[config.mk]
export PLATFORM = sky130hd
export DESIGN_NAME = round_robin_thread_scheduler_top
export DESIGN_NICKNAME = d
export VERILOG_FILES = /design/src/design/rrts_pkg.sv /design/src/design/rrts_cell.sv /design/src/design/rrts_queue_cell.sv /design/src/design/round_robin_thread_scheduler_top.sv
export SDC_FILE = /design/constraint.sdc
export NUM_CORES = 2
export LEC_CHECK = 0
export BUFFER_PORTS_ARGS = -buffer_cell sky130_fd_sc_hd__buf_2
export CORE_ASPECT_RATIO = 1.5
export CORE_UTILIZATION = 45
export CTS_BUF_LIST = sky130_fd_sc_hd__clkbuf_4 sky130_fd_sc_hd__clkbuf_8
export CTS_CLUSTER_DIAMETER = 80
export DETAILED_ROUTE_END_ITERATION = 7
export SYNTH_ARGS = -nofsm -noshare
export SYNTH_HDL_FRONTEND = slang
export SYNTH_SLANG_ARGS = --single-unit
[constraint.sdc]
create_clock -name clk -period 5.8 [get_ports clk]
set_clock_uncertainty 0.2 [all_clocks]
set_input_delay 1.16 -clock clk [delete_from_list [all_inputs] [get_ports clk]]
set_output_delay 1.16 -clock clk [all_outputs]
set_load 0.03 [all_outputs]
[src/design/rrts_pkg.sv]
// shared types and constants for the round-robin thread scheduler
// no dependencies

package rrts_pkg;

  localparam int unsigned NumThreads = 16;
  localparam int unsigned TidW = 4;
  localparam int unsigned QlenW = 5;

  typedef enum logic [2:0] {
    ACT_TICK  = 3'd0,
    ACT_SPAWN = 3'd1,
    ACT_TERM  = 3'd2,
    ACT_BLOCK = 3'd3,
    ACT_RESUME = 3'd4,
    ACT_SLEEP = 3'd5,
    ACT_QUERY = 3'd6,
    ACT_NONE  = 3'd7
  } action_t;

  localparam logic [2:0] ST_OK       = 3'd0;
  localparam logic [2:0] ST_INVALID  = 3'd1;
  localparam logic [2:0] ST_NO_SLOT  = 3'd2;
  localparam logic [2:0] ST_BLK_MAIN = 3'd3;
  localparam logic [2:0] ST_SLP_MAIN = 3'd4;
  localparam logic [2:0] ST_SHUTDOWN = 3'd5;

  // per-thread state held in one cell
  typedef struct packed {
    logic        active;
    logic        blocked;
    logic        asleep;
    logic [15:0] sleep_left;
    logic [31:0] run_count;
  } thr_t;

  // thread zero after reset: active with one quantum credited
  localparam thr_t ThrMainReset = '{
    active: 1'b1, blocked: 1'b0, asleep: 1'b0, sleep_left: 16'd0, run_count: 32'd1
  };

endpackage

[src/design/rrts_cell.sv]
// one thread cell of the rotating thread ring
// depends on rrts_pkg

module rrts_cell (
  input  logic              clk,
  input  logic              rst,
  input  logic              shift,
  input  rrts_pkg::thr_t    reset_value,
  input  rrts_pkg::thr_t    din,
  output rrts_pkg::thr_t    dout
);

  rrts_pkg::thr_t entry;

  always_ff @(posedge clk) begin
    if (rst) begin
      entry <= reset_value;
    end else if (shift) begin
      entry <= din;
    end
  end

  assign dout = entry;

endmodule

[src/design/rrts_queue_cell.sv]
// one slot of the ready queue compaction row
// depends on rrts_pkg

module rrts_queue_cell (
  input  logic                       clk,
  input  logic                       shift,
  input  logic [rrts_pkg::TidW-1:0]  din,
  output logic [rrts_pkg::TidW-1:0]  dout
);

  logic [rrts_pkg::TidW-1:0] slot;

  // queue payload needs no reset, queue_len says which slots are live
  always_ff @(posedge clk) begin
    if (shift) begin
      slot <= din;
    end
  end

  assign dout = slot;

endmodule

[src/design/round_robin_thread_scheduler_top.sv]
// top level of the round-robin thread scheduler
// depends on rrts_pkg, rrts_cell, rrts_queue_cell

// Round-robin thread scheduler for 16 threads. A command word (action,
// thread_id, sleep_quanta) is taken when start is high and busy is low; one
// result word comes back, marked by done for exactly one cycle, and the
// receiver cannot hold it off. Thread state lives in a ring of 16 cells that
// rotates one position per cycle during a walk; the ready queue is a row of
// 16 slots with the head in slot 0. Every command passes through a decode
// step, a full pass of the thread ring (updates the target thread and, in a
// switch, counts sleepers down and appends the ones that wake, in id order),
// a queue step (removes one entry or appends one) and a result step. A
// switch also has a dispatch step that pops the queue head and a second
// ring pass that credits the new running thread, before the result step.
// busy drops while done is high, so a new word can be taken at the edge
// that ends the done cycle.

module round_robin_thread_scheduler_top (
  input  logic        clk,
  input  logic        rst,
  input  logic        start,
  output logic        busy,
  input  logic [2:0]  action,
  input  logic [3:0]  thread_id,
  input  logic [15:0] sleep_quanta,
  output logic        done,
  output logic [2:0]  status,
  output logic [3:0]  new_tid,
  output logic [3:0]  running_tid,
  output logic [31:0] thread_quanta,
  output logic [31:0] total_quanta
);

  localparam int unsigned N = rrts_pkg::NumThreads;
  localparam int unsigned TW = rrts_pkg::TidW;

  typedef enum logic [6:0] {
    S_IDLE   = 7'b0000001,
    S_DECODE = 7'b0000010,
    S_TWALK  = 7'b0000100,
    S_QOP    = 7'b0001000,
    S_DISP   = 7'b0010000,
    S_CREDIT = 7'b0100000,
    S_DONE   = 7'b1000000
  } state_t;

  state_t state, state_next;

  // latched command
  rrts_pkg::action_t      act;
  logic [TW-1:0]          tid;
  logic [15:0]            sq;

  // walk counter, index of the entry at ring position 0
  // (back at zero whenever no walk is running)
  logic [TW-1:0]          cnt;

  // control state
  logic [TW-1:0]          cur;
  logic [31:0]            total;
  logic [rrts_pkg::QlenW-1:0] qlen;

  // per-command decisions
  logic                   do_sw;     // a switch follows
  logic                   do_q_remove;
  logic                   do_push_tid;
  logic                   do_reset;
  logic                   spawn_found;
  logic [TW-1:0]          spawn_id;
  logic [2:0]             st;
  logic [31:0]            tq;
  logic                   cur_requeue;

  // decode of the latched command
  rrts_pkg::action_t      dec_act;
  logic [2:0]             dec_st;
  logic                   dec_sw;
  logic                   dec_q_remove;
  logic                   dec_push_tid;
  logic                   dec_reset;
  logic                   dec_found;
  logic [TW-1:0]          dec_spawn_id;

  // thread ring
  rrts_pkg::thr_t ring [N];
  rrts_pkg::thr_t ring_in [N];
  rrts_pkg::thr_t ring_rst [N];
  logic           ring_shift;
  rrts_pkg::thr_t head;      // entry at position 0 (thread cnt)
  rrts_pkg::thr_t head_upd;  // head after the command's own update
  rrts_pkg::thr_t head_new;  // head after the sleeper countdown
  logic           head_wake;
  logic           wake_app;

  // queue row
  logic [TW-1:0]  qr [N];
  logic [TW-1:0]  qr_in [N];
  logic [N-1:0]   q_shift;
  logic [N-1:0]   q_match;
  logic           q_hit;
  logic           q_app_en;
  logic [TW-1:0]  q_app_val;

  genvar g;
  generate
    for (g = 0; g < N; g++) begin : g_thr
      assign ring_rst[g] = (g == 0) ? rrts_pkg::ThrMainReset : '0;
      rrts_cell u_cell (
        .clk         (clk),
        .rst         (rst || (state == S_DONE && do_reset)),
        .shift       (ring_shift),
        .reset_value (ring_rst[g]),
        .din         (ring_in[g]),
        .dout        (ring[g])
      );
      assign ring_in[g] = (g == N-1) ? head_new : ring[(g+1) % N];

      rrts_queue_cell u_q (
        .clk   (clk),
        .shift (q_shift[g]),
        .din   (qr_in[g]),
        .dout  (qr[g])
      );
    end
  endgenerate

  assign head = ring[0];
  assign ring_shift = (state == S_TWALK) || (state == S_CREDIT);

  // thread ring step: update entry cnt as it passes position 0
  always_comb begin
    head_upd = head;
    head_new = head;
    head_wake = 1'b0;
    if (state == S_TWALK) begin
      unique case (act)
        rrts_pkg::ACT_TERM: begin
          if (cnt == tid) begin
            head_upd.active = 1'b0;
            head_upd.blocked = 1'b0;
            head_upd.asleep = 1'b0;
            head_upd.sleep_left = '0;
          end
        end
        rrts_pkg::ACT_BLOCK: begin
          if (cnt == tid) head_upd.blocked = 1'b1;
        end
        rrts_pkg::ACT_SLEEP: begin
          if (cnt == cur) begin
            head_upd.asleep = 1'b1;
            head_upd.sleep_left = sq;
          end
        end
        rrts_pkg::ACT_SPAWN: begin
          if (spawn_found && cnt == spawn_id) begin
            head_upd = '0;
            head_upd.active = 1'b1;
          end
        end
        rrts_pkg::ACT_RESUME: begin
          if (cnt == tid) head_upd.blocked = 1'b0;
        end
        default: begin
        end
      endcase
      head_new = head_upd;
      // sleeper countdown in a switch
      if (do_sw && head_upd.active && head_upd.asleep) begin
        if (head_upd.sleep_left <= 16'd1) begin
          head_new.sleep_left = '0;
          head_new.asleep = 1'b0;
          head_wake = 1'b1;
        end else begin
          head_new.sleep_left = head_upd.sleep_left - 16'd1;
        end
      end
    end else if (state == S_CREDIT) begin
      if (cnt == cur) begin
        head_new.run_count = head.run_count + 32'd1;
      end
    end
  end

  // a waking sleeper joins the queue at once, the runner only at requeue time
  assign wake_app = head_wake && !head_upd.blocked && (cnt != cur);

  // queue row: appends land in slot qlen, a removal pulls every slot from
  // the first match on one place toward the head, dispatch pops slot 0
  always_comb begin
    q_app_en = 1'b0;
    q_app_val = tid;
    if (state == S_TWALK) begin
      q_app_en = wake_app;
      q_app_val = cnt;
    end else if (state == S_QOP && !do_q_remove) begin
      if (do_sw) begin
        q_app_en = cur_requeue;
        q_app_val = cur;
      end else if (act == rrts_pkg::ACT_SPAWN && spawn_found) begin
        q_app_en = 1'b1;
        q_app_val = spawn_id;
      end else if (do_push_tid) begin
        q_app_en = 1'b1;
        q_app_val = tid;
      end
    end
    q_hit = 1'b0;
    q_shift = '0;
    for (int i = 0; i < N; i++) begin
      q_match[i] = (qr[i] == tid) && (rrts_pkg::QlenW'(i) < qlen);
      q_hit = q_hit || q_match[i];
      qr_in[i] = qr[(i + 1) % N];
      if (state == S_QOP && do_q_remove && q_hit) q_shift[i] = 1'b1;
      if (state == S_DISP) q_shift[i] = 1'b1;
      if (q_app_en && qlen[TW-1:0] == TW'(i)) begin
        q_shift[i] = 1'b1;
        qr_in[i] = q_app_val;
      end
    end
  end

  always_comb begin
    state_next = state;
    unique case (state)
      S_IDLE:   if (start) state_next = S_DECODE;
      S_DECODE: state_next = S_TWALK;
      S_TWALK:  if (cnt == TW'(N-1)) state_next = S_QOP;
      S_QOP:    state_next = do_sw ? S_DISP : S_DONE;
      S_DISP:   state_next = S_CREDIT;
      S_CREDIT: if (cnt == TW'(N-1)) state_next = S_DONE;
      S_DONE:   state_next = S_IDLE;
      default:  state_next = S_IDLE;
    endcase
  end

  // ring sits at rest during decode, so cell i holds thread i
  logic valid_id;
  logic [N-1:0] act_m, blk_m, slp_m;
  always_comb begin
    for (int i = 0; i < N; i++) begin
      act_m[i] = ring[i].active;
      blk_m[i] = ring[i].blocked;
      slp_m[i] = ring[i].asleep;
    end
  end
  assign valid_id = act_m[tid];

  // command decode
  always_comb begin
    dec_act = act;
    dec_st = rrts_pkg::ST_OK;
    dec_sw = 1'b0;
    dec_q_remove = 1'b0;
    dec_push_tid = 1'b0;
    dec_reset = 1'b0;
    dec_found = 1'b0;
    dec_spawn_id = '0;
    // lowest free slot
    for (int i = N-1; i >= 0; i--) begin
      if (!act_m[i]) begin
        dec_found = 1'b1;
        dec_spawn_id = TW'(i);
      end
    end
    unique case (act)
      rrts_pkg::ACT_TICK: dec_sw = 1'b1;
      rrts_pkg::ACT_SPAWN: begin
        if (!dec_found) dec_st = rrts_pkg::ST_NO_SLOT;
      end
      rrts_pkg::ACT_TERM: begin
        if (!valid_id) begin
          dec_st = rrts_pkg::ST_INVALID;
          dec_act = rrts_pkg::ACT_NONE;
        end else if (tid == '0) begin
          dec_st = rrts_pkg::ST_SHUTDOWN;
          dec_reset = 1'b1;
          dec_act = rrts_pkg::ACT_NONE;
        end else begin
          dec_q_remove = !blk_m[tid] && !slp_m[tid] && tid != cur;
          dec_sw = (tid == cur);
        end
      end
      rrts_pkg::ACT_BLOCK: begin
        if (!valid_id) begin
          dec_st = rrts_pkg::ST_INVALID;
          dec_act = rrts_pkg::ACT_NONE;
        end else if (tid == '0) begin
          dec_st = rrts_pkg::ST_BLK_MAIN;
          dec_act = rrts_pkg::ACT_NONE;
        end else if (blk_m[tid]) begin
          dec_act = rrts_pkg::ACT_NONE;
        end else begin
          dec_sw = (tid == cur);
          dec_q_remove = (tid != cur) && !slp_m[tid];
        end
      end
      rrts_pkg::ACT_RESUME: begin
        if (!valid_id) begin
          dec_st = rrts_pkg::ST_INVALID;
          dec_act = rrts_pkg::ACT_NONE;
        end else if (!blk_m[tid] && !slp_m[tid]) begin
          dec_act = rrts_pkg::ACT_NONE;
        end else begin
          dec_push_tid = !slp_m[tid];
        end
      end
      rrts_pkg::ACT_SLEEP: begin
        if (cur == '0) begin
          dec_st = rrts_pkg::ST_SLP_MAIN;
          dec_act = rrts_pkg::ACT_NONE;
        end else begin
          dec_sw = 1'b1;
        end
      end
      rrts_pkg::ACT_QUERY: begin
        if (!valid_id) dec_st = rrts_pkg::ST_INVALID;
        dec_act = rrts_pkg::ACT_NONE;
      end
      default: begin
      end
    endcase
  end

  always_ff @(posedge clk) begin
    if (rst) begin
      state <= S_IDLE;
      cnt   <= '0;
      cur   <= '0;
      total <= 32'd1;
      qlen  <= '0;
      done  <= 1'b0;
    end else begin
      state <= state_next;
      done  <= (state == S_DONE);
      unique case (state)
        S_IDLE: begin
          if (start) begin
            act <= rrts_pkg::action_t'(action);
            tid <= thread_id;
            sq  <= sleep_quanta;
          end
        end
        S_DECODE: begin
          act <= dec_act;
          st <= dec_st;
          do_sw <= dec_sw;
          do_q_remove <= dec_q_remove;
          do_push_tid <= dec_push_tid;
          do_reset <= dec_reset;
          spawn_found <= dec_found;
          spawn_id <= dec_spawn_id;
          tq <= (act == rrts_pkg::ACT_QUERY && valid_id) ? ring[tid].run_count : '0;
        end
        S_TWALK: begin
          cnt <= cnt + 1'b1;
          if (wake_app) qlen <= qlen + 1'b1;
          if (cnt == cur) begin
            cur_requeue <= head_new.active && !head_new.blocked && !head_new.asleep;
          end
        end
        S_QOP: begin
          if (do_q_remove) begin
            qlen <= qlen - rrts_pkg::QlenW'(q_hit);
          end else if (q_app_en) begin
            qlen <= qlen + 1'b1;
          end
        end
        S_DISP: begin
          total <= total + 32'd1;
          // empty queue falls back to thread zero
          if (qlen != '0) begin
            cur <= qr[0];
            qlen <= qlen - 1'b1;
          end else begin
            cur <= '0;
          end
        end
        S_CREDIT: cnt <= cnt + 1'b1;
        S_DONE: begin
          status <= st;
          new_tid <= (act == rrts_pkg::ACT_SPAWN && spawn_found) ? spawn_id : '0;
          thread_quanta <= tq;
          if (do_reset) begin
            cur <= '0;
            total <= 32'd1;
            qlen <= '0;
            running_tid <= '0;
            total_quanta <= 32'd1;
          end else begin
            running_tid <= cur;
            total_quanta <= total;
          end
        end
        default: begin
        end
      endcase
    end
  end

  assign busy = (state != S_IDLE) || rst;

`ifndef SYNTHESIS
  a_done_from_walk: assert property (@(posedge clk) disable iff (rst)
    done |-> $past(state == S_DONE)) else $error("done without result cycle");
  a_busy_on_start: assert property (@(posedge clk) disable iff (rst)
    (start && !busy) |=> busy) else $error("start not taken");
  a_qlen_bound: assert property (@(posedge clk) disable iff (rst)
    qlen <= rrts_pkg::QlenW'(N)) else $error("queue overflow");
`endif

endmodule
==> metrics <==
maxcap violations 0; RSZ-0062 raised after global routing no; Layout fillers 9410; GP Congestion 0.854; total clock sinks 1076; cell leakage power 0.0161 uW; WL final 107 mm; Post-Syn Area 0.0457 mm^2; Max-slew headroom 0.156; fin crit share 0.819; f_max 0.210 GHz; syn nets 5089; core area 0.100 mm^2; first-pass GRT wire length 175 mm; CTS Buf Count 160; fin util 0.503; commonest cells after routing, fill and taps aside nand2_1, dfxtp_1, a21oi_1, edfxtp_1, clkbuf_8; Worst setup EP type flop; Post-synth EDFFs 207; initial core utilization 0.456; Post-DP HPWL 64.5 mm; die extent in x 262 um; VDD IR max 0.000145 V; Setup Buffers After CTS 0; initial antenna violation count 1; Register Area 0.0236 mm^2; post_cts resized 0; antenna-violating nets left 0; Overall Global Routing Usage 0.209; Nets 5033; Pwr per Cell Area 285 mW/mm^2; critical path arrival 5.03 ns; vias in the first global route 33253; minimum clock period 4.75 ns; min-delay worst type flop to flop; wire per inst 16.7 um; worst skew pair latency 0.83 ns; Pre-Repair DR Iteration Count 5; Primary FF master, synth dfxtp_1; Multi-input gate area 0.0205 mm^2; Boundary Pins 103; Final Setup Violations 0; yosys warns 0; number of port buffers 102; Max Slew Vio Count 0; row cnt 142; Syn-to-layout area delta 10.5%; vias per cell 5.46; Synth Register Bits 1076; worst-margin pin slew 1.26 ns; setup TNS 0 ns; Yosys cell types 73; Setup CP Type flop to flop; CP startpoint kind flop; Post-CTS Hold Fix Bufs 0; 1st-iter DRT viols 2870; share of layout cells above drive strength 1 0.129; via count 35044; drt drc 0; H-Tree Depth 4; status finished clean; pin count of the biggest net entering global routing 203; die area 0.103 mm^2; Post-Syn Area per Cell 9.04 um^2; Crit path required time 6.08 ns; final hold violation count 0; Max Fanout on Critical Path 16; chip height 392 um; Cells after Synth 5051; Synth async-reset ratio 0; most common cell after layout, fill and taps aside nand2_1; CTS tree done; CTS Buffer Depth 3; clock-pin transition on the worst setup and hold timing paths 0.06 ns; gr ovfl total 0; sequential share of the synthesized area 0.517; Root Buffer clkbuf_8
power by group:
group          leakage, uW  switching, uW  internal [uW]  total (uW)
clock network      0.00178           2850           3500        6350
registers          0.00888           18.3           7620        7630
logic              0.00539            282            116         397
total               0.0161           3150          11200       14400
critical path, cell delays in order (launching register included):
cell	delay (ns)
edfxtp_1	0.59
or3b_2	0.59
nor3_2	0.19
buf_4	0.19
o31ai_1	0.17
inv_1	0.11
ha_1	0.21
o221ai_1	0.13
a311o_1	0.56
o41ai_4	0.38
buf_4	0.44
nand3_1	0.28
o211ai_1	0.33
state kept, by name (all words and copies together) (netlist names), 3 cells and up:
| name | cells |
|---|---|
| thread_quanta | 32 |
| g_thr.u_q.dout | 64 |
| sq | 16 |
| total_quanta | 32 |
| state | 7 |
| total | 32 |
| cur | 4 |
| qlen | 5 |
| spawn_id | 4 |
| status | 3 |
| cnt | 4 |
| new_tid | 4 |
| tid | 4 |
| act | 3 |
| tq | 32 |
| g_thr.u_cell.dout | 816 |
| st | 3 |
| running_tid | 4 |
logic make-up after synthesis:
group / share of synthesized area
buf+inv: 0.0347
mux: 0.0888
compound gates: 0.143
fa+ha+maj: 0.00329
flops: 0.517
xor+xnor: 0.0192
simple gates: 0.194
layer usage:
metal / vias up / GRT usage / wire length [um]
met5: - / 0 / 0
met4: 0 / 0.0744 / 2790
met3: 186 / 0.0369 / 4310
met2: 688 / 0.351 / 53100
met1: 16807 / 0.266 / 46800
li1: 17363 / - / -
per-stage QoR:
step	hold slack (ns)	cells	power [uW]	instance area (um^2)	setup slack [ns]
after floorplan	0.200	5051	8070	45700	0.379
after global placement	0.215	6129	8200	47100	1.27
after detailed placement	0.208	6129	8200	47100	1.14
after CTS	0.208	6419	14600	50400	1.12
after global routing	0.229	6421	14900	50400	0.780
final	0.218	6421	14400	50400	1.05
area by class of cell:
cell class                      count  share of cell area
Sequential cell                  1076               0.468
Multi-Input combinational cell   3567               0.407
Clock buffer                      265              0.0633
Tap cell                         1296              0.0321
Timing Repair Buffer              171              0.0251
Clock inverter                     25             0.00295
Inverter                           19             0.00141
Antenna cell                        2           0.0000992
synth_stat cells (25+ instances only):
cell type     n  area, um^2
a21oi_1     835        4180
buf_1        25        93.8
clkbuf_1    339        1270
dfxtp_1     869       17400
edfxtp_1    207        6220
mux4_2      175        3940
nand2_1    1651        6200
nand3_1      85         425
nand4_1      31         194
nor2_1      116         435
nor2b_1      78         488
nor3_1       41         205
o21ai_0      70         350
o2bb2ai_1    65         569
xnor2_1      64         561
xor2_1       36         315
worst paths after layout:
kind | start | depth (start not counted) | slack [ns] | to
worst min-delay path | tq[11] | 0 | 0.22 | thread_quanta[11]
worst min register to register | tq[11] | 0 | 0.22 | thread_quanta[11]
worst max-delay path | act[0] | 12 | 1.05 | g_thr[14].u_q.dout[2]
worst max register to register | act[0] | 12 | 1.05 | g_thr[14].u_q.dout[2]
Power figures use the tool's default switching activity.
